File: src/rtl/lpd_pkg.sv
package lpd_pkg;

  localparam int unsigned PACKET_BYTES = 47;
  localparam int unsigned BYTE_W       = 8;
  localparam int unsigned POS_W        = 6;
  localparam int unsigned IDX_W        = 4;
  localparam int unsigned WORD_W       = 16;
  localparam int unsigned ACC_W        = 17;
  localparam int unsigned CFG_IDX_W    = 1;
  localparam int unsigned OUT_DATA_W   = 88;

  localparam logic [ACC_W-1:0] ANGLE_WRAP   = 17'd36000;
  localparam logic [ACC_W-1:0] ANGLE_WRAP_2 = 17'd72000;

  localparam logic [POS_W-1:0] POS_HUNT     = 6'd0;
  localparam logic [POS_W-1:0] POS_VERLEN   = 6'd1;
  localparam logic [POS_W-1:0] POS_BODY     = 6'd2;
  localparam logic [POS_W-1:0] POS_SPEED_LO = 6'd2;
  localparam logic [POS_W-1:0] POS_SPEED_HI = 6'd3;
  localparam logic [POS_W-1:0] POS_START_LO = 6'd4;
  localparam logic [POS_W-1:0] POS_START_HI = 6'd5;
  localparam logic [POS_W-1:0] POS_PTS_FIRST = 6'd6;
  localparam logic [POS_W-1:0] POS_PTS_LAST  = 6'd41;
  localparam logic [POS_W-1:0] POS_END_LO   = 6'd42;
  localparam logic [POS_W-1:0] POS_END_HI   = 6'd43;
  localparam logic [POS_W-1:0] POS_STAMP_LO = 6'd44;
  localparam logic [POS_W-1:0] POS_STAMP_HI = 6'd45;
  localparam logic [POS_W-1:0] POS_CHECK    = 6'd46;

  localparam logic [BYTE_W-1:0] HEADER_RESET = 8'h54;
  localparam logic [BYTE_W-1:0] VERLEN_RESET = 8'h2C;

  typedef enum logic [CFG_IDX_W-1:0] {
    REG_HEADER = 1'b0,
    REG_VERLEN = 1'b1
  } cfg_reg_e;

  typedef struct packed {
    logic             byte_we;
    logic [POS_W-1:0] pos;
    logic             div_init;
    logic             div_step;
    logic             acc_init;
    logic             rd_en;
    logic [IDX_W-1:0] rd_idx;
    logic             load_out;
    logic             last;
  } lpd_cmd_t;

  typedef struct packed {
    logic hdr_match;
    logic vl_match;
    logic out_busy;
    logic out_fire;
  } lpd_status_t;

endpackage

File: src/rtl/lpd_datapath.sv
module lpd_datapath #(
  parameter int unsigned POINTS_PER_PACKET = 12
) (
  input  logic                             clk_i,
  input  logic                             rst_ni,
  input  logic                             cfg_we_i,
  input  logic [lpd_pkg::CFG_IDX_W-1:0]    cfg_idx_i,
  input  logic [lpd_pkg::BYTE_W-1:0]       cfg_data_i,
  input  logic [lpd_pkg::BYTE_W-1:0]       rx_byte_i,
  input  lpd_pkg::lpd_cmd_t                cmd_i,
  output lpd_pkg::lpd_status_t             status_o,
  input  logic                             m_tready_i,
  output logic                             m_tvalid_o,
  output logic [lpd_pkg::OUT_DATA_W-1:0]   m_tdata_o,
  output logic                             m_tlast_o
);
  import lpd_pkg::*;

  localparam int unsigned MEM_AW = $clog2(POINTS_PER_PACKET);
  localparam int unsigned DIV_W  = $clog2(POINTS_PER_PACKET);
  localparam logic [DIV_W-1:0] DIVISOR = DIV_W'(POINTS_PER_PACKET - 1);
  localparam logic [IDX_W-1:0] NUM_PTS = IDX_W'(POINTS_PER_PACKET);
  localparam int unsigned PT_W = WORD_W + BYTE_W;
  localparam int unsigned QSHIFT  = WORD_W + DIV_W;
  localparam int unsigned RECIP_W = WORD_W + 2;
  localparam int unsigned PROD_W  = WORD_W + RECIP_W;
  localparam longint unsigned DIV_VAL   = longint'(POINTS_PER_PACKET - 1);
  localparam longint unsigned RECIP_VAL = ((64'd1 << QSHIFT) + DIV_VAL - 64'd1) / DIV_VAL;
  localparam logic [RECIP_W-1:0] RECIP  = RECIP_W'(RECIP_VAL);

  typedef enum logic [1:0] {
    LANE_LO,
    LANE_HI,
    LANE_INT
  } lane_e;

  logic [BYTE_W-1:0] header_q, verlen_q;
  logic [WORD_W-1:0] speed_q, start_q, end_q, stamp_q;
  logic [BYTE_W-1:0] check_q, dist_lo_q, dist_hi_q;
  lane_e             lane_q, lane_cur;
  logic [IDX_W-1:0]  wr_idx_q, wr_idx_cur;
  logic [PT_W-1:0]   mem_q [POINTS_PER_PACKET];
  logic [PT_W-1:0]   rd_data_q;

  logic              neg_q;
  logic [WORD_W-1:0] dq_q, quot_q;
  logic [DIV_W-1:0]  sr_q, accr_q;
  logic [ACC_W-1:0]  sq_q, acc_q;

  logic                  out_valid_q, out_last_q;
  logic [OUT_DATA_W-1:0] out_data_q;

  logic [ACC_W-1:0]  delta;
  logic              delta_pos;
  logic [ACC_W:0]    span;
  logic [ACC_W:0]    span_abs;
  logic [WORD_W-1:0] span_mag;
  logic [PROD_W-1:0] prod;
  logic [WORD_W-1:0] quot_full;
  logic [DIV_W-1:0]  rem_lo;
  logic [ACC_W-1:0]  q0, sq_init;
  logic              rem_nz;
  logic [DIV_W-1:0]  sr_init;
  logic [DIV_W:0]    r_sum;
  logic              carry;
  logic [DIV_W-1:0]  accr_nx;
  logic [ACC_W-1:0]  acc_nx, angle_full;
  logic              in_points;

  always_ff @(posedge clk_i or negedge rst_ni) begin
    if (!rst_ni) begin
      header_q <= HEADER_RESET;
      verlen_q <= VERLEN_RESET;
    end else if (cfg_we_i) begin
      case (cfg_reg_e'(cfg_idx_i))
        REG_HEADER: header_q <= cfg_data_i;
        REG_VERLEN: verlen_q <= cfg_data_i;
        default: ;
      endcase
    end
  end

  assign in_points  = (cmd_i.pos inside {[POS_PTS_FIRST:POS_PTS_LAST]});
  assign lane_cur   = (cmd_i.pos == POS_PTS_FIRST) ? LANE_LO : lane_q;
  assign wr_idx_cur = (cmd_i.pos == POS_PTS_FIRST) ? '0 : wr_idx_q;

  always_ff @(posedge clk_i) begin
    if (cmd_i.byte_we) begin
      case (cmd_i.pos)
        POS_SPEED_LO: speed_q[7:0]  <= rx_byte_i;
        POS_SPEED_HI: speed_q[15:8] <= rx_byte_i;
        POS_START_LO: start_q[7:0]  <= rx_byte_i;
        POS_START_HI: start_q[15:8] <= rx_byte_i;
        POS_END_LO:   end_q[7:0]    <= rx_byte_i;
        POS_END_HI:   end_q[15:8]   <= rx_byte_i;
        POS_STAMP_LO: stamp_q[7:0]  <= rx_byte_i;
        POS_STAMP_HI: stamp_q[15:8] <= rx_byte_i;
        POS_CHECK:    check_q       <= rx_byte_i;
        default: ;
      endcase
      if (in_points) begin
        case (lane_cur)
          LANE_LO: begin
            dist_lo_q <= rx_byte_i;
            lane_q    <= LANE_HI;
            wr_idx_q  <= wr_idx_cur;
          end
          LANE_HI: begin
            dist_hi_q <= rx_byte_i;
            lane_q    <= LANE_INT;
          end
          default: begin
            if (wr_idx_cur < NUM_PTS) begin
              mem_q[wr_idx_cur[MEM_AW-1:0]] <= {rx_byte_i, dist_hi_q, dist_lo_q};
            end
            lane_q   <= LANE_LO;
            wr_idx_q <= wr_idx_cur + 1'b1;
          end
        endcase
      end
    end
    if (cmd_i.rd_en) begin
      rd_data_q <= mem_q[cmd_i.rd_idx[MEM_AW-1:0]];
    end
  end

  // The span is signed: a wrap with a large start angle can make it negative,
  // so the quotient is taken on its magnitude and floored afterwards.
  always_comb begin
    delta     = {1'b0, end_q} - {1'b0, start_q};
    delta_pos = !delta[ACC_W-1] && (delta != '0);
    span      = delta_pos ? {delta[ACC_W-1], delta}
                          : ({delta[ACC_W-1], delta} + (ACC_W+1)'(ANGLE_WRAP));
    span_abs  = -span;
    span_mag  = span[ACC_W] ? span_abs[WORD_W-1:0] : span[WORD_W-1:0];

    prod      = dq_q * RECIP;
    quot_full = WORD_W'(prod >> QSHIFT);
    rem_lo    = dq_q[DIV_W-1:0] - quot_q[DIV_W-1:0] * DIVISOR;

    q0      = {1'b0, quot_q};
    rem_nz  = (rem_lo != '0);
    sq_init = neg_q ? (-q0 - ACC_W'(rem_nz)) : q0;
    sr_init = (neg_q && rem_nz) ? (DIVISOR - rem_lo) : rem_lo;

    r_sum   = {1'b0, accr_q} + {1'b0, sr_q};
    carry   = (r_sum >= {1'b0, DIVISOR});
    accr_nx = carry ? DIV_W'(r_sum - {1'b0, DIVISOR}) : r_sum[DIV_W-1:0];
    acc_nx  = acc_q + sq_q + ACC_W'(carry);

    if (acc_q >= ANGLE_WRAP_2) begin
      angle_full = acc_q - ANGLE_WRAP_2;
    end else if (acc_q >= ANGLE_WRAP) begin
      angle_full = acc_q - ANGLE_WRAP;
    end else begin
      angle_full = acc_q;
    end
  end

  always_ff @(posedge clk_i) begin
    if (cmd_i.div_init) begin
      neg_q <= span[ACC_W];
      dq_q  <= span_mag;
    end else if (cmd_i.div_step) begin
      quot_q <= quot_full;
    end
    if (cmd_i.acc_init) begin
      sq_q   <= sq_init;
      sr_q   <= sr_init;
      acc_q  <= {1'b0, start_q};
      accr_q <= '0;
    end else if (cmd_i.load_out) begin
      acc_q  <= acc_nx;
      accr_q <= accr_nx;
    end
    if (cmd_i.load_out) begin
      out_data_q <= {4'b0, check_q, stamp_q, speed_q, rd_data_q[PT_W-1:WORD_W],
                     rd_data_q[WORD_W-1:0], angle_full[WORD_W-1:0], cmd_i.rd_idx};
      out_last_q <= cmd_i.last;
    end
  end

  always_ff @(posedge clk_i or negedge rst_ni) begin
    if (!rst_ni) begin
      out_valid_q <= 1'b0;
    end else if (cmd_i.load_out) begin
      out_valid_q <= 1'b1;
    end else if (m_tready_i) begin
      out_valid_q <= 1'b0;
    end
  end

  assign m_tvalid_o = out_valid_q;
  assign m_tdata_o  = out_data_q;
  assign m_tlast_o  = out_last_q;

  assign status_o.hdr_match = (rx_byte_i == header_q);
  assign status_o.vl_match  = (rx_byte_i == verlen_q);
  assign status_o.out_busy  = out_valid_q;
  assign status_o.out_fire  = out_valid_q && m_tready_i;

  a_angle_range: assert property (@(posedge clk_i) disable iff (!rst_ni)
    out_valid_q |-> (out_data_q[19:4] < ANGLE_WRAP[WORD_W-1:0]))
    else $error("point angle out of range");

  a_no_overwrite: assert property (@(posedge clk_i) disable iff (!rst_ni)
    cmd_i.load_out |-> !out_valid_q)
    else $error("result loaded over a pending result");

  a_rem_bound: assert property (@(posedge clk_i) disable iff (!rst_ni)
    cmd_i.acc_init |-> (rem_lo < DIVISOR))
    else $error("span remainder not below divisor");

endmodule

File: src/rtl/lpd_ctrl.sv
module lpd_ctrl #(
  parameter int unsigned POINTS_PER_PACKET = 12
) (
  input  logic                 clk_i,
  input  logic                 rst_ni,
  input  logic                 s_tvalid_i,
  output logic                 s_tready_o,
  input  lpd_pkg::lpd_status_t status_i,
  output lpd_pkg::lpd_cmd_t    cmd_o
);
  import lpd_pkg::*;

  localparam logic [IDX_W-1:0] LAST_IDX = IDX_W'(POINTS_PER_PACKET - 1);

  typedef enum logic [2:0] {
    ST_RECV,
    ST_DIV,
    ST_INIT,
    ST_RD,
    ST_LD,
    ST_WAIT
  } state_e;

  state_e           state_q;
  logic [POS_W-1:0] pos_q;
  logic [IDX_W-1:0] emit_idx_q;
  logic             s_fire;

  assign s_tready_o = (state_q == ST_RECV);
  assign s_fire     = s_tvalid_i && s_tready_o;

  always_ff @(posedge clk_i or negedge rst_ni) begin
    if (!rst_ni) begin
      state_q    <= ST_RECV;
      pos_q      <= POS_HUNT;
      emit_idx_q <= '0;
    end else begin
      case (state_q)
        ST_RECV: begin
          if (s_fire) begin
            case (pos_q)
              POS_HUNT: begin
                if (status_i.hdr_match) pos_q <= POS_VERLEN;
              end
              POS_VERLEN: begin
                if (status_i.vl_match) begin
                  pos_q <= POS_BODY;
                end else if (!status_i.hdr_match) begin
                  pos_q <= POS_HUNT;
                end
              end
              POS_CHECK: begin
                pos_q   <= POS_HUNT;
                state_q <= ST_DIV;
              end
              default: pos_q <= pos_q + 1'b1;
            endcase
          end
        end
        ST_DIV: state_q <= ST_INIT;
        ST_INIT: begin
          emit_idx_q <= '0;
          state_q    <= ST_RD;
        end
        ST_RD: state_q <= ST_LD;
        ST_LD: state_q <= ST_WAIT;
        ST_WAIT: begin
          if (status_i.out_fire) begin
            if (emit_idx_q == LAST_IDX) begin
              emit_idx_q <= '0;
              state_q    <= ST_RECV;
            end else begin
              emit_idx_q <= emit_idx_q + 1'b1;
              state_q    <= ST_RD;
            end
          end
        end
        default: state_q <= ST_RECV;
      endcase
    end
  end

  always_comb begin
    cmd_o.byte_we  = s_fire && (pos_q >= POS_BODY);
    cmd_o.pos      = pos_q;
    cmd_o.div_init = s_fire && (pos_q == POS_CHECK);
    cmd_o.div_step = (state_q == ST_DIV);
    cmd_o.acc_init = (state_q == ST_INIT);
    cmd_o.rd_en    = (state_q == ST_RD);
    cmd_o.rd_idx   = emit_idx_q;
    cmd_o.load_out = (state_q == ST_LD);
    cmd_o.last     = (emit_idx_q == LAST_IDX);
  end

  a_pos_bound: assert property (@(posedge clk_i) disable iff (!rst_ni)
    pos_q < POS_W'(PACKET_BYTES))
    else $error("byte position beyond packet");

  a_idx_bound: assert property (@(posedge clk_i) disable iff (!rst_ni)
    emit_idx_q <= LAST_IDX)
    else $error("point index beyond packet");

  a_recv_idle_out: assert property (@(posedge clk_i) disable iff (!rst_ni)
    s_tready_o |-> !status_i.out_busy)
    else $error("receiving while a point is still pending");

endmodule

File: src/rtl/lidar_packet_deframer.sv
// Bytes are accepted one per cycle while a packet is being collected.
// After the final byte, a divide state divides the span by a reciprocal multiply and
// a setup state runs, then each point passes through read, load and wait states,
// the wait state holding until the output takes the point.
// Reset is asynchronous active low; it restarts the header hunt, drops any
// pending point and restores the sync bytes to 0x54 and 0x2C.
module lidar_packet_deframer #(
  parameter int unsigned POINTS_PER_PACKET = 12
) (
  input  logic                           clk_i,
  input  logic                           rst_ni,
  input  logic                           cfg_we_i,
  input  logic [lpd_pkg::CFG_IDX_W-1:0]  cfg_idx_i,
  input  logic [lpd_pkg::BYTE_W-1:0]     cfg_data_i,
  input  logic                           s_axis_tvalid_i,
  output logic                           s_axis_tready_o,
  // rx_byte [7:0]
  input  logic [lpd_pkg::BYTE_W-1:0]     s_axis_tdata_i,
  output logic                           m_axis_tvalid_o,
  input  logic                           m_axis_tready_i,
  // point_index [3:0], point_angle [19:4], point_distance [35:20],
  // point_intensity [43:36], scan_speed [59:44], packet_time [75:60],
  // check_byte [83:76], zero [87:84]
  output logic [lpd_pkg::OUT_DATA_W-1:0] m_axis_tdata_o,
  output logic                           m_axis_tlast_o
);
  import lpd_pkg::*;

  lpd_cmd_t    cmd;
  lpd_status_t status;

  lpd_ctrl #(
    .POINTS_PER_PACKET(POINTS_PER_PACKET)
  ) u_ctrl (
    .clk_i      (clk_i),
    .rst_ni     (rst_ni),
    .s_tvalid_i (s_axis_tvalid_i),
    .s_tready_o (s_axis_tready_o),
    .status_i   (status),
    .cmd_o      (cmd)
  );

  lpd_datapath #(
    .POINTS_PER_PACKET(POINTS_PER_PACKET)
  ) u_datapath (
    .clk_i      (clk_i),
    .rst_ni     (rst_ni),
    .cfg_we_i   (cfg_we_i),
    .cfg_idx_i  (cfg_idx_i),
    .cfg_data_i (cfg_data_i),
    .rx_byte_i  (s_axis_tdata_i),
    .cmd_i      (cmd),
    .status_o   (status),
    .m_tready_i (m_axis_tready_i),
    .m_tvalid_o (m_axis_tvalid_o),
    .m_tdata_o  (m_axis_tdata_o),
    .m_tlast_o  (m_axis_tlast_o)
  );

endmodule
File: config.mk
export PLATFORM = sky130hd
export DESIGN_NAME = lidar_packet_deframer
export DESIGN_NICKNAME = d
export VERILOG_FILES = /design/src/rtl/lpd_pkg.sv /design/src/rtl/lpd_datapath.sv /design/src/rtl/lpd_ctrl.sv /design/src/rtl/lidar_packet_deframer.sv
export SDC_FILE = /design/constraint.sdc
export NUM_CORES = 1
export LEC_CHECK = 0
export BUFFER_PORTS_ARGS = -buffer_cell sky130_fd_sc_hd__buf_4
export CAP_MARGIN = 10
export CORE_MARGIN = 3
export CORE_UTILIZATION = 55
export CTS_BUF_LIST = sky130_fd_sc_hd__clkbuf_16
export DETAILED_ROUTE_END_ITERATION = 10
export PLACE_DENSITY_LB_ADDON = 0.1
export SKIP_LAST_GASP = 1
export SLEW_MARGIN = 20
export SYNTH_ARGS = -nofsm -noshare
export SYNTH_HDL_FRONTEND = slang
export SYNTH_SLANG_ARGS = --single-unit
export TNS_END_PERCENT = 1
File: constraint.sdc
create_clock -name clk_i -period 6.26 [get_ports clk_i]
set_clock_uncertainty 0.05 [all_clocks]
set_input_delay 0.939 -clock clk_i [delete_from_list [all_inputs] [get_ports clk_i]]
set_output_delay 0.939 -clock clk_i [all_outputs]
set_load 0.1 [all_outputs]
==> metrics.cfg <==
[synthesis]
syn_inst = 2091
synth_ff_type = edfxtp_1
ys_seq_area_share_pct = 58.1
ys_ff_latch = 593
async_reset_ff_share_pct = 5.06
synth_cell_types = 91
syn_avg_cell_area_sq_um = 14.5
synth.cell_area_sq_um = 30300
synth_edf_count = 558
yosys_warnings = 0

[detailed_routing]
num_vias = 17074
final_antenna_net_count = 0
wire_per_inst_um = 21.1
drt_drc_violations_left = 0
via_per_inst = 5.69
totalWireLength_mm = 63.4
drtPass1Iterations = 6
drt_iter0_drc = 1244

[clock_network]
cts.sinks = 593
cts_tree = built
root_buffer = clkbuf_16
htree_levels = 2
insertion_delay_ns = 0.63
clkTransAtPathRegs_ns = 0.06
cts_buffer_depth = 3
cts_buffers = 59

[global_route]
grt_pass1_wl_mm = 97.9
grt_antenna_before_repair = 2
grt.overflow.total = 0
grt_pass1_vias = 17422
grt_max_degree = 56
grtUsageTotal_pct = 22.3

[timing]
tns_ns = 0
tightest_slew_ns = 1.13
fin_ws_ns = 0.192
rsz0062_at_grt = true
finalMaxSlewViolations = 0
setup_viol = 0
slew_headroom_pct = 24.7
finalCriticalPeriod_ns = 6.07
hold_ws_ns = 0.186
finalHoldViolCount = 0
period_share_pct = 96.9
fmax_mhz = 165

[setup_path]
worstPathMaxFanout = 2
cpPeakStageDelay_ns = 0.54
crit_type = flop to flop
endpoint_kind = flop
cp_common_cell = fa_1
crit_required_ns = 6.58
path_cells = fa_1 > ha_1 > inv_1 > fa_1 > inv_1 > fa_1 > fa_1 > inv_1 > fa_1 > inv_1 > ha_4 > a21o_1 > a21o_1 > a21o_1 > a21o_1 > a221oi_2 > buf_4 > o21ai_2 > o41ai_2 > buf_4 > a21bo_2 > a21oi_2 > a21oi_1 > xnor2_1
crit_slowest_cell = fa_1
startpoint_type = flop
worstPathArrival_ns = 6.39

[layout]
layout_commonest_cell = edfxtp_1
most-common-layout-cells = 558 x edfxtp_1, 263 x inv_1, 221 x ha_1
final_nets = 2603
syn_to_final_growth_pct = 12.8
diodes = 0
layout-drive-gt1-share_pct = 17.3
nFillCells = 3988
fin_util_pct = 63.2

[die]
ios = 113
initial_core_util_pct = 56.0
fp.dieW_um = 241
rows = 85
core_sq_um = 54100
dieHeight_um = 241
dieArea_sq_um = 58000

[job]
drv_cap = 0

[place]
dp_hpwl_mm = 41.5
port-buffer-count = 108
gp_congestion = 0.818
post-place-ws_ns = -0.0425

[power]
leakage_nw = 13.1
vdd_drop_max_mv = 0.280
power_density_nw_per_um2 = 262
power_mw = 8.95

[outcome]
status = complete, no violations

[hold_path]
min_path_type = input pin to asynchronous set/reset pin

registers in the layout (all words and copies together) (netlist names), 13 cells and up:
signal	flops
u_datapath.mem_q	288
u_datapath.m_tdata_o	84
u_datapath.rd_data_q	24
u_datapath.acc_q	17
u_datapath.sq_q	17
u_datapath.dq_q	16
u_datapath.end_q	16
u_datapath.speed_q	16
u_datapath.stamp_q	16
u_datapath.start_q	16
u_datapath.quot_q	13
worst paths after layout:
path | end | startpoint | cells after the start | slack (ns)
setup reg to reg | u_datapath.quot_q[12] | u_datapath.dq_q[13] | 24 | 0.19
min in group clk_i | u_datapath.m_tdata_o[59] | u_datapath.speed_q[15] | 0 | 0.36
hold / removal | u_datapath.header_q[7] | rst_ni | 1 | 0.19
hold reg to reg | u_datapath.m_tdata_o[59] | u_datapath.speed_q[15] | 0 | 0.36
max in group asynchronous | u_ctrl.emit_idx_q[0] | rst_ni | 1 | 5.65
setup / recovery | u_datapath.quot_q[12] | u_datapath.dq_q[13] | 24 | 0.19
synth_stat cells (all sizes together), types with 13 or more instances:
master / number / share of area [%]
o21ai: 109 / 1.8
xnor2: 80 / 2.3
ha: 223 / 9.2
a21oi: 59 / 0.99
xor2: 28 / 0.81
nor2b: 13 / 0.27
clkbuf: 38 / 0.47
dfrtp: 24 / 2.0
edfxtp: 558 / 55
or3: 15 / 0.31
nand3: 34 / 0.56
mux2: 19 / 0.71
a21o: 21 / 0.54
mux4: 72 / 5.4
nand2: 116 / 1.4
buf: 19 / 0.36
nor2: 72 / 0.90
inv: 250 / 3.1
nor3: 22 / 0.38
mux2i: 35 / 1.2
fa: 102 / 6.7
and3: 17 / 0.36
per-stage QoR:
| stage | cells | area [sq um] |
|---|---|---|
| after CTS | 2998 | 34100 |
| after global placement | 2889 | 32200 |
| after floorplan | 2094 | 30300 |
| final | 3000 | 34200 |
| after detailed placement | 2889 | 32200 |
| after global routing | 3000 | 34200 |
power by group:
group / switching [mW] / internal [mW] / total, mW
logic: 0.562 / 0.323 / 0.885
registers: 0.0988 / 4.51 / 4.60
clock network: 1.49 / 1.97 / 3.46
critical path: cells and delay by family, from the launching register on:
kind	cells	cell delay, ns
buffers and inverters	6	0.55
adders and majority gates	7	3.08
AOI/OAI and AO/OA	10	1.62
xor gates and xnor gates	1	0.09
DFF	1	0.41
logic make-up after synthesis:
family	after synthesis	synth area share, %
flip-flops	593	58.1
multiplexers	126	7.21
AND/OR/NAND/NOR	348	5.64
other	1	0.0124
buffers and inverters	307	3.93
AO/OA/AOI/OAI	283	6.01
XOR/XNOR	108	3.12
adder cells (fa/ha/maj)	325	15.9
per-layer routing:
layer	GRT usage [%]	part of all wire, %	wire length [um]
met1	31.6	44	28000
met2	36.9	49	31000
met3	3.33	5.1	3220
met4	5.29	1.9	1230
met5	0	0	0
timing repair:
action / 4_1_cts / 5_1_grt
setup endpoints to repair: 2 / 7
hold buffers: 0 / 0
setup buffers: 0 / 1
gates resized for setup: 4 / 8
pin swaps: 3 / 7
area by class of cell:
cell class | count | area [sq um] | share of cell area (%)
clock inverter | 50 | 448 | 1.31
inverter | 250 | 941 | 2.75
clock buffer | 59 | 1480 | 4.32
sequential | 593 | 17600 | 51.5
tap | 696 | 871 | 2.55
multi-input combinational | 1194 | 11600 | 34.0
timing repair buffer | 158 | 1210 | 3.55
Power figures use the tool's default switching activity.
